**src/ms_adpcm_block_decoder_unit_assert.svh**
```systemverilog
// Assertion macros for the MS ADPCM block decoder.
`ifndef MS_ADPCM_BLOCK_DECODER_UNIT_ASSERT_SVH
`define MS_ADPCM_BLOCK_DECODER_UNIT_ASSERT_SVH

// Same-cycle implication, checked out of reset.
`define MSA_ASSERT_NOW(lbl, ante, cons, msg) \
    lbl: assert property (@(posedge i_clk) disable iff (!i_rst_n) (ante) |-> (cons)) \
        else $error(msg);

// Next-cycle implication, checked out of reset.
`define MSA_ASSERT_NEXT(lbl, ante, cons, msg) \
    lbl: assert property (@(posedge i_clk) disable iff (!i_rst_n) (ante) |=> (cons)) \
        else $error(msg);

`endif

```
**src/msadpcm_pkg.sv**
```systemverilog
// Shared types, constants and coefficient tables of the MS ADPCM block decoder.
package msadpcm_pkg;

    localparam int SMP_W  = 16;
    localparam int COEF_W = 11;
    localparam int NIB_W  = 4;

    localparam logic signed [SMP_W-1:0] DELTA_FLOOR = 16'sd16;
    localparam logic signed [SMP_W-1:0] DELTA_RESET = 16'sd16;

    localparam logic [1:0] OP_LOAD  = 2'd0;
    localparam logic [1:0] OP_ACC   = 2'd1;
    localparam logic [1:0] OP_PRED  = 2'd2;
    localparam logic [1:0] OP_DELTA = 2'd3;

    typedef struct packed {
        logic [1:0] op;
        logic       acc_en;
    } t_mac_ctl;

    function automatic logic signed [COEF_W-1:0] coef_one(input logic [2:0] idx);
        logic signed [COEF_W-1:0] c;
        unique case (idx)
            3'd0:    c = 11'sd256;
            3'd1:    c = 11'sd512;
            3'd2:    c = 11'sd0;
            3'd3:    c = 11'sd192;
            3'd4:    c = 11'sd240;
            3'd5:    c = 11'sd460;
            3'd6:    c = 11'sd392;
            default: c = 11'sd0;
        endcase
        return c;
    endfunction

    function automatic logic signed [COEF_W-1:0] coef_two(input logic [2:0] idx);
        logic signed [COEF_W-1:0] c;
        unique case (idx)
            3'd0:    c = 11'sd0;
            3'd1:    c = -11'sd256;
            3'd2:    c = 11'sd0;
            3'd3:    c = 11'sd64;
            3'd4:    c = 11'sd0;
            3'd5:    c = -11'sd208;
            3'd6:    c = -11'sd232;
            default: c = 11'sd0;
        endcase
        return c;
    endfunction

    function automatic logic signed [COEF_W-1:0] adapt_factor(input logic [NIB_W-1:0] nib);
        logic signed [COEF_W-1:0] f;
        unique case (nib)
            4'd4, 4'd12: f = 11'sd307;
            4'd5, 4'd11: f = 11'sd409;
            4'd6, 4'd10: f = 11'sd512;
            4'd7, 4'd9:  f = 11'sd614;
            4'd8:        f = 11'sd768;
            default:     f = 11'sd230;
        endcase
        return f;
    endfunction

endpackage

```
**src/msadpcm_mac.sv**
```systemverilog
// Shared multiplier with accumulator and prediction / step-delta post-processing.
module msadpcm_mac (
    input  logic                                      i_clk,
    input  msadpcm_pkg::t_mac_ctl                     i_ctl,
    input  logic signed [msadpcm_pkg::SMP_W-1:0]      i_a,
    input  logic signed [msadpcm_pkg::COEF_W-1:0]     i_b,
    output logic signed [msadpcm_pkg::SMP_W-1:0]      o_pred,
    output logic signed [msadpcm_pkg::SMP_W-1:0]      o_delta
);

    localparam int PROD_W = msadpcm_pkg::SMP_W + msadpcm_pkg::COEF_W;
    localparam int ACC_W  = PROD_W + 1;

    logic signed [PROD_W-1:0] prod;
    logic signed [ACC_W-1:0]  r_acc;
    logic signed [ACC_W-1:0]  n_acc;
    logic signed [19:0]       acc_q;
    logic signed [20:0]       pred_sum;
    logic signed [18:0]       dq;
    logic signed [msadpcm_pkg::SMP_W-1:0] d_wrap;

    assign prod = PROD_W'(i_a) * PROD_W'(i_b);

    always_comb begin
        case (i_ctl.op)
            msadpcm_pkg::OP_LOAD: n_acc = ACC_W'(prod);
            msadpcm_pkg::OP_ACC:  n_acc = r_acc + ACC_W'(prod);
            default:              n_acc = r_acc;
        endcase
    end

    always_ff @(posedge i_clk) begin
        if (i_ctl.acc_en) begin
            r_acc <= n_acc;
        end
    end

    always_comb begin
        acc_q    = 20'(r_acc >>> 8) + ((r_acc[ACC_W-1] && (|r_acc[7:0])) ? 20'sd1 : 20'sd0);
        pred_sum = 21'(acc_q) + 21'(prod);
        if (pred_sum > 21'sd32767) begin
            o_pred = 16'sh7FFF;
        end else if (pred_sum < -21'sd32768) begin
            o_pred = 16'sh8000;
        end else begin
            o_pred = pred_sum[15:0];
        end
    end

    always_comb begin
        dq     = 19'(prod >>> 8) + ((prod[PROD_W-1] && (|prod[7:0])) ? 19'sd1 : 19'sd0);
        d_wrap = dq[15:0];
        if (d_wrap < msadpcm_pkg::DELTA_FLOOR) begin
            o_delta = msadpcm_pkg::DELTA_FLOOR;
        end else begin
            o_delta = d_wrap;
        end
    end

endmodule

```
**src/ms_adpcm_block_decoder_unit.sv**
```systemverilog
// Top level of the MS ADPCM block decoder: header parsing, nibble sequencer, result queue.
//
//  channel  direction  handshake           payload
//  input    in         i_valid / o_stall   i_data_byte, i_block_end
//  output   out        o_valid / i_stall   o_pcm_sample, o_pair_last, o_block_last,
//                                          o_bad_predictor
//
// Header bytes do not stall the input, but the last stalls it while two results are pushed.
// A data byte is accepted, then each nibble, low first, runs four multiplier steps (S_P1 to S_P4).
// The single shared 16x11 multiplier serves every step; input stalls while it runs.
// Synchronous active-low reset; a two-entry result queue absorbs output stalls.
module ms_adpcm_block_decoder_unit (
    input  logic                                  i_clk,
    input  logic                                  i_rst_n,
    input  logic                                  i_valid,
    output logic                                  o_stall,
    input  logic [7:0]                            i_data_byte,
    input  logic                                  i_block_end,
    output logic                                  o_valid,
    input  logic                                  i_stall,
    output logic signed [msadpcm_pkg::SMP_W-1:0]  o_pcm_sample,
    output logic                                  o_pair_last,
    output logic                                  o_block_last,
    output logic                                  o_bad_predictor
);

    localparam logic [2:0] S_IDLE    = 3'd0;
    localparam logic [2:0] S_EMIT_H0 = 3'd1;
    localparam logic [2:0] S_EMIT_H1 = 3'd2;
    localparam logic [2:0] S_P1      = 3'd3;
    localparam logic [2:0] S_P2      = 3'd4;
    localparam logic [2:0] S_P3      = 3'd5;
    localparam logic [2:0] S_P4      = 3'd6;

    localparam logic [2:0] HPOS_DATA = 3'd7;

    typedef struct packed {
        logic signed [msadpcm_pkg::SMP_W-1:0] sample;
        logic                                 pl;
        logic                                 bl;
        logic                                 bad;
    } t_res;

    logic [2:0] r_state, n_state;
    logic [2:0] r_hpos;
    logic [2:0] r_pidx;
    logic       r_pinv;
    logic [7:0] r_lo;
    logic signed [msadpcm_pkg::SMP_W-1:0] r_delta;
    logic signed [msadpcm_pkg::SMP_W-1:0] r_newer;
    logic signed [msadpcm_pkg::SMP_W-1:0] r_older;
    logic signed [msadpcm_pkg::SMP_W-1:0] r_pred;
    logic [7:0] r_byte;
    logic       r_end;
    logic       r_sel;

    t_res       r_fq [2];
    logic       r_wp, r_rp;
    logic [1:0] r_cnt;

    logic       in_acc, pop, push, push_ok;
    t_res       push_res;
    logic [msadpcm_pkg::NIB_W-1:0] nib;
    logic [15:0] word;

    msadpcm_pkg::t_mac_ctl mac_ctl;
    logic signed [msadpcm_pkg::SMP_W-1:0]  mac_a;
    logic signed [msadpcm_pkg::COEF_W-1:0] mac_b;
    logic signed [msadpcm_pkg::SMP_W-1:0]  mac_pred;
    logic signed [msadpcm_pkg::SMP_W-1:0]  mac_delta;

    assign o_stall = (r_state != S_IDLE);
    assign in_acc  = i_valid && !o_stall;
    assign o_valid = (r_cnt != 2'd0);
    assign pop     = o_valid && !i_stall;
    assign push_ok = (r_cnt != 2'd2);
    assign word    = {i_data_byte, r_lo};
    assign nib     = r_sel ? r_byte[7:4] : r_byte[3:0];

    assign o_pcm_sample    = r_fq[r_rp].sample;
    assign o_pair_last     = r_fq[r_rp].pl;
    assign o_block_last    = r_fq[r_rp].bl;
    assign o_bad_predictor = r_fq[r_rp].bad;

    always_comb begin
        mac_ctl.op     = msadpcm_pkg::OP_PRED;
        mac_ctl.acc_en = 1'b0;
        mac_a          = r_delta;
        mac_b          = 11'(signed'(nib));
        unique case (r_state)
            S_P1: begin
                mac_ctl.op     = msadpcm_pkg::OP_LOAD;
                mac_ctl.acc_en = 1'b1;
                mac_a          = r_newer;
                mac_b          = r_pinv ? '0 : msadpcm_pkg::coef_one(r_pidx);
            end
            S_P2: begin
                mac_ctl.op     = msadpcm_pkg::OP_ACC;
                mac_ctl.acc_en = 1'b1;
                mac_a          = r_older;
                mac_b          = r_pinv ? '0 : msadpcm_pkg::coef_two(r_pidx);
            end
            S_P4: begin
                mac_ctl.op = msadpcm_pkg::OP_DELTA;
                mac_b      = msadpcm_pkg::adapt_factor(nib);
            end
            default: begin
            end
        endcase
    end

    msadpcm_mac u_mac (
        .i_clk   (i_clk),
        .i_ctl   (mac_ctl),
        .i_a     (mac_a),
        .i_b     (mac_b),
        .o_pred  (mac_pred),
        .o_delta (mac_delta)
    );

    always_comb begin
        n_state      = r_state;
        push         = 1'b0;
        push_res.sample = r_pred;
        push_res.pl  = r_sel;
        push_res.bl  = r_sel && r_end;
        push_res.bad = r_pinv;
        unique case (r_state)
            S_IDLE: begin
                if (in_acc && r_hpos == 3'd6) begin
                    n_state = S_EMIT_H0;
                end else if (in_acc && r_hpos == HPOS_DATA) begin
                    n_state = S_P1;
                end
            end
            S_EMIT_H0: begin
                push            = push_ok;
                push_res.sample = r_older;
                push_res.pl     = 1'b0;
                push_res.bl     = 1'b0;
                if (push_ok) begin
                    n_state = S_EMIT_H1;
                end
            end
            S_EMIT_H1: begin
                push            = push_ok;
                push_res.sample = r_newer;
                push_res.pl     = 1'b1;
                push_res.bl     = r_end;
                if (push_ok) begin
                    n_state = S_IDLE;
                end
            end
            S_P1: n_state = S_P2;
            S_P2: n_state = S_P3;
            S_P3: n_state = S_P4;
            S_P4: begin
                push = push_ok;
                if (push_ok) begin
                    n_state = r_sel ? S_IDLE : S_P1;
                end
            end
            default: n_state = S_IDLE;
        endcase
    end

    always_ff @(posedge i_clk) begin
        if (!i_rst_n) begin
            r_state <= S_IDLE;
            r_hpos  <= 3'd0;
            r_pidx  <= 3'd0;
            r_pinv  <= 1'b0;
            r_lo    <= 8'd0;
            r_delta <= msadpcm_pkg::DELTA_RESET;
            r_newer <= '0;
            r_older <= '0;
            r_cnt   <= 2'd0;
            r_wp    <= 1'b0;
            r_rp    <= 1'b0;
        end else begin
            r_state <= n_state;
            if (in_acc) begin
                unique case (r_hpos)
                    3'd0: begin
                        r_pidx <= i_data_byte[2:0];
                        r_pinv <= (i_data_byte >= 8'd7);
                    end
                    3'd1, 3'd3, 3'd5: r_lo    <= i_data_byte;
                    3'd2:             r_delta <= word;
                    3'd4:             r_older <= word;
                    3'd6:             r_newer <= word;
                    default: begin
                    end
                endcase
                if (i_block_end) begin
                    r_hpos <= 3'd0;
                end else if (r_hpos != HPOS_DATA) begin
                    r_hpos <= r_hpos + 3'd1;
                end
            end
            if (r_state == S_P4 && push_ok) begin
                r_delta <= mac_delta;
                r_older <= r_newer;
                r_newer <= r_pred;
            end
            if (push) begin
                r_wp <= ~r_wp;
            end
            if (pop) begin
                r_rp <= ~r_rp;
            end
            r_cnt <= r_cnt + {1'b0, push} - {1'b0, pop};
        end
    end

    always_ff @(posedge i_clk) begin
        if (in_acc) begin
            r_byte <= i_data_byte;
            r_end  <= i_block_end;
            r_sel  <= 1'b0;
        end else if (r_state == S_P4 && push_ok) begin
            r_sel <= ~r_sel;
        end
        if (r_state == S_P3) begin
            r_pred <= mac_pred;
        end
        if (push) begin
            r_fq[r_wp] <= push_res;
        end
    end

`include "ms_adpcm_block_decoder_unit_assert.svh"

    `MSA_ASSERT_NEXT(a_data_starts_calc, in_acc && r_hpos == HPOS_DATA, r_state == S_P1, "data byte did not start nibble decode")
    `MSA_ASSERT_NOW(a_no_push_when_full, push, r_cnt != 2'd2, "result pushed into full queue")
    `MSA_ASSERT_NEXT(a_delta_floor, r_state == S_P4 && push_ok, r_delta >= msadpcm_pkg::DELTA_FLOOR, "adapted step delta below floor")

endmodule
```
**config.mk**
```make
export PLATFORM = sky130hd
export DESIGN_NAME = ms_adpcm_block_decoder_unit
export DESIGN_NICKNAME = d
export VERILOG_FILES = /design/src/msadpcm_pkg.sv /design/src/msadpcm_mac.sv /design/src/ms_adpcm_block_decoder_unit.sv
export VERILOG_INCLUDE_DIRS = /design/src /design/src/src
export SDC_FILE = /design/constraint.sdc
export NUM_CORES = 1
export LEC_CHECK = 0
export ABC_AREA = 1
export BUFFER_PORTS_ARGS = -buffer_cell sky130_fd_sc_hd__buf_2
export CORE_AREA = 10 10 187 189
export DETAILED_ROUTE_END_ITERATION = 10
export DIE_AREA = 0 0 197 199
export GPL_ROUTABILITY_DRIVEN = 0
export PLACE_DENSITY_LB_ADDON = 0.15
export SETUP_SLACK_MARGIN = 0.02
export SLEW_MARGIN = 10
export SYNTH_ARGS = -nofsm -noshare
export SYNTH_HDL_FRONTEND = slang
export SYNTH_SLANG_ARGS = --single-unit
```
**constraint.sdc**
```tcl
create_clock -name i_clk -period 9.8 [get_ports i_clk]
set_clock_uncertainty 0.05 [all_clocks]
set_input_delay 1.96 -clock i_clk [delete_from_list [all_inputs] [get_ports i_clk]]
set_output_delay 1.96 -clock i_clk [all_outputs]
set_load 0.01 [all_outputs]
```
==> flow_metrics.py <==
metrics = {
    "setup_path": {
        "rrSetupSlack_ns": 0.54,
        "critPathMostFrequentCell": "nand2_1",
        "critical-path-top-delay-family": "adder cells",
        "critPathBufInv": 8,
        "slowest_stage": "fa_1",
        "worstPathMaxFanout": 8,
        "crit_arrival_ns": 9.58,
        "critPathRequiredTime_ns": 10.12,
        "reg2reg_depth": 47,
        "end_kind": "register",
        "reg2reg_to": "r_delta[3]",
        "critPathKind": "reg2reg",
        "slowest_delay_ns": 0.56,
        "worst_setup_path_start_kind": "register",
        "timing.rr.start": "r_state[0]",
        "cp_num_cells": 47,
    },
    "routing": {
        "drt_iter0_markers": 1556,
        "ant_nets": 0,
        "firstDrtPassIters": 7,
        "via_per_inst": 5.72,
        "routedWlPerCell_microns": 18.5,
        "finalWirelength_mm": 51.2,
        "num_vias": 15800,
        "drc": 0,
    },
    "die": {
        "die_area_sq_um": 39200,
        "die_w_microns": 197,
        "die_h_microns": 199,
        "num_rows": 65,
        "core_sq_um": 31200,
        "io_pins": 34,
        "start_util_pct": 56.2,
    },
    "sta": {
        "post-route-period-util_pct": 94.5,
        "fin_crit_ns": 9.26,
        "fin_setup_tns_ns": 0,
        "finalHoldViolCount": 0,
        "setup_viol": 0,
        "clock.fmax_mhz": 108,
        "worst_pin_slew_ns": 1.04,
        "report.final.slew_viol_count": 0,
        "maxSlewHeadroom_pct": 30.2,
    },
    "clock_network": {
        "clk_pin_slew_ns": 0.07,
        "cts_sinks": 163,
        "clock_tree.buffer_depth": 2,
        "cts_root_buffer": "clkbuf_16",
        "clock_latency_ns": 0.44,
        "cts_tree": "done",
        "numCtsBuffers": 17,
        "htreeDepth": 4,
    },
    "outcome": {
        "status": "finished, final reports clean",
    },
    "global_route": {
        "antenna_found_initial": 0,
        "overflow": 0,
        "grt_max_degree": 52,
        "grt_pass1_vias": 15300,
        "groute.usage.overall_pct": 26.4,
        "grt_pass1_wl_mm": 81.9,
    },
    "finish": {
        "fillCellCount": 2762,
        "drive_gt1_share_pct": 11.8,
        "synthToLayoutAreaGrowth_pct": 10.4,
        "finalNetCount": 2653,
        "regArea_sq_um": 4180,
        "num_antenna_cells": 0,
        "multiInputGateArea_sq_um": 11800,
    },
    "logic_synthesis": {
        "syn_area_per_cell_sq_um": 7.71,
        "syn_inst": 2276,
        "synth-main-ff-cell": "edfxtp_1",
        "yosysWarnings": 0,
        "synth_edf_count": 91,
        "synth-seq-area-share_pct": 23.8,
        "synth_fp_nets": 2574,
        "async_flop_share_pct": 0,
        "ys_ff_latch": 163,
        "synth_area_sq_um": 17500,
        "yosysUniqueCellTypes": 56,
    },
    "job": {
        "max_cap_violations": 0,
    },
    "worst_hold_path": {
        "min_from": "r_lo[6]",
        "whs_path_depth": 2,
        "hold_end": "r_lo[6]",
        "hold_path_class": "reg2reg",
    },
    "place": {
        "port_buffers": 33,
        "place_hpwl_mm": 40.9,
    },
}
## worst min-delay path, stage by stage (launching register included)
cell	delay, ns
dfxtp_1	0.30
inv_1	0.06
a21oi_1	0.06
## cells in the final DEF (no fill, tap or decap), drive strengths merged, types with 20 or more instances in the layout
cell type,count
edfxtp,91
nand4,20
nand3,103
inv,412
buf,106
a21oi,127
xor2,46
nor3,21
ha,121
nand2,501
fa,164
a31oi,26
dfxtp,72
xnor2,21
o21ai,140
nor2,236
## area by class of cell
type | instances | area share [%]
multi-input combinational | 1653 | 60.8
sequential | 163 | 21.6
inverter | 411 | 8.08
timing repair buffer | 106 | 3.76
tap | 402 | 2.60
clock buffer | 19 | 2.23
clock inverter | 13 | 0.852
timing repair inverter | 3 | 0.0904
## cells by family after synthesis
kind of cell,after synthesis,share of synthesized area (%)
buffers and inverters,460,9.98
adders and majority gates,285,27.3
DFF,163,23.8
and+or+nand+nor,913,22.3
xor gates and xnor gates,67,3.47
muxes,19,1.22
AOI/OAI and AO/OA,369,12.0
## metal layers
metal / track usage (%) / share of wire, % / wire length, microns
met4: 9.06 / 3.6 / 1820
met3: 5.64 / 9.1 / 4630
met5: 0.923 / 0.088 / 45
met1: 34.6 / 42 / 21300
met2: 42.3 / 46 / 23400
## metrics by stage
| stage | worst slack (ns) | hold slack (ns) | area (sq um) | std cells | util [%] |
|---|---|---|---|---|---|
| after floorplan | 0.456 | 0.375 | 17500 | 2276 | - |
| after global placement | 0.257 | 0.386 | 18400 | 2716 | 59.0 |
| after detailed placement | 0.0171 | 0.395 | 18400 | 2716 | 59.0 |
| after global routing | -0.0642 | 0.431 | 19400 | 2770 | 62.1 |
| after CTS | 0.0306 | 0.405 | 19000 | 2748 | 60.9 |
| final | 0.538 | 0.411 | 19400 | 2770 | 62.1 |
## synth_stat cells, drive strengths merged (2+ instances only)
| cell | n | area, sq um |
|---|---|---|
| nand2 | 501 | 1950 |
| inv | 409 | 1540 |
| nor2 | 236 | 938 |
| fa | 164 | 3280 |
| o21ai | 140 | 701 |
| a21oi | 127 | 651 |
| ha | 121 | 1510 |
| nand3 | 103 | 563 |
| edfxtp | 91 | 2730 |
| dfxtp | 72 | 1440 |
| xor2 | 46 | 425 |
| clkbuf | 38 | 143 |
| a31oi | 26 | 163 |
| nor3 | 21 | 110 |
| xnor2 | 21 | 184 |
| nand4 | 20 | 131 |
| mux2 | 19 | 214 |
| o211ai | 19 | 143 |
| a22oi | 17 | 128 |
| or2 | 17 | 106 |
| buf | 11 | 65.1 |
| nor4 | 9 | 62.6 |
| a211oi | 7 | 52.6 |
| o21bai | 7 | 56.3 |
| a21o | 6 | 45.0 |
| a21boi | 5 | 37.5 |
| o21a | 4 | 30.0 |
| and2 | 3 | 18.8 |
| nand3b | 3 | 22.5 |
| o311ai | 3 | 26.3 |
| a221oi | 2 | 17.5 |
| clkinv | 2 | 7.51 |
| o31ai | 2 | 15.0 |
## state kept, by name (all words and copies together) (netlist names), 8 cells and up, named ones only
name / flops
u_mac.r_acc: 28
r_newer: 16
r_delta: 16
r_pred: 16
r_older: 16
r_lo: 8
r_fq: 38
r_byte: 8
## how the worst max path moves through the flow
stage,start,endpoint
6_report,r_state[0],r_delta[3]
5_1_grt,r_sel,r_delta[3]
4_1_cts,r_state[0],r_delta[3]
3_5_place_dp,r_sel,r_delta[3]
3_3_place_gp,r_state[0],r_delta[3]
2_1_floorplan,r_state[0],r_delta[10]
## repair_timing
action / in CTS / in global routing
pin swaps: 0 / 8
buffers inserted: 0 / 19
hold buffers: 0 / 0
cloned: 0 / 3
resized for setup: 1 / 65
endpoints found under the setup margin: 1 / 16
Power is not shown: default switching activity piles up to over one toggle a cycle in this logic, so the estimate is an artifact.
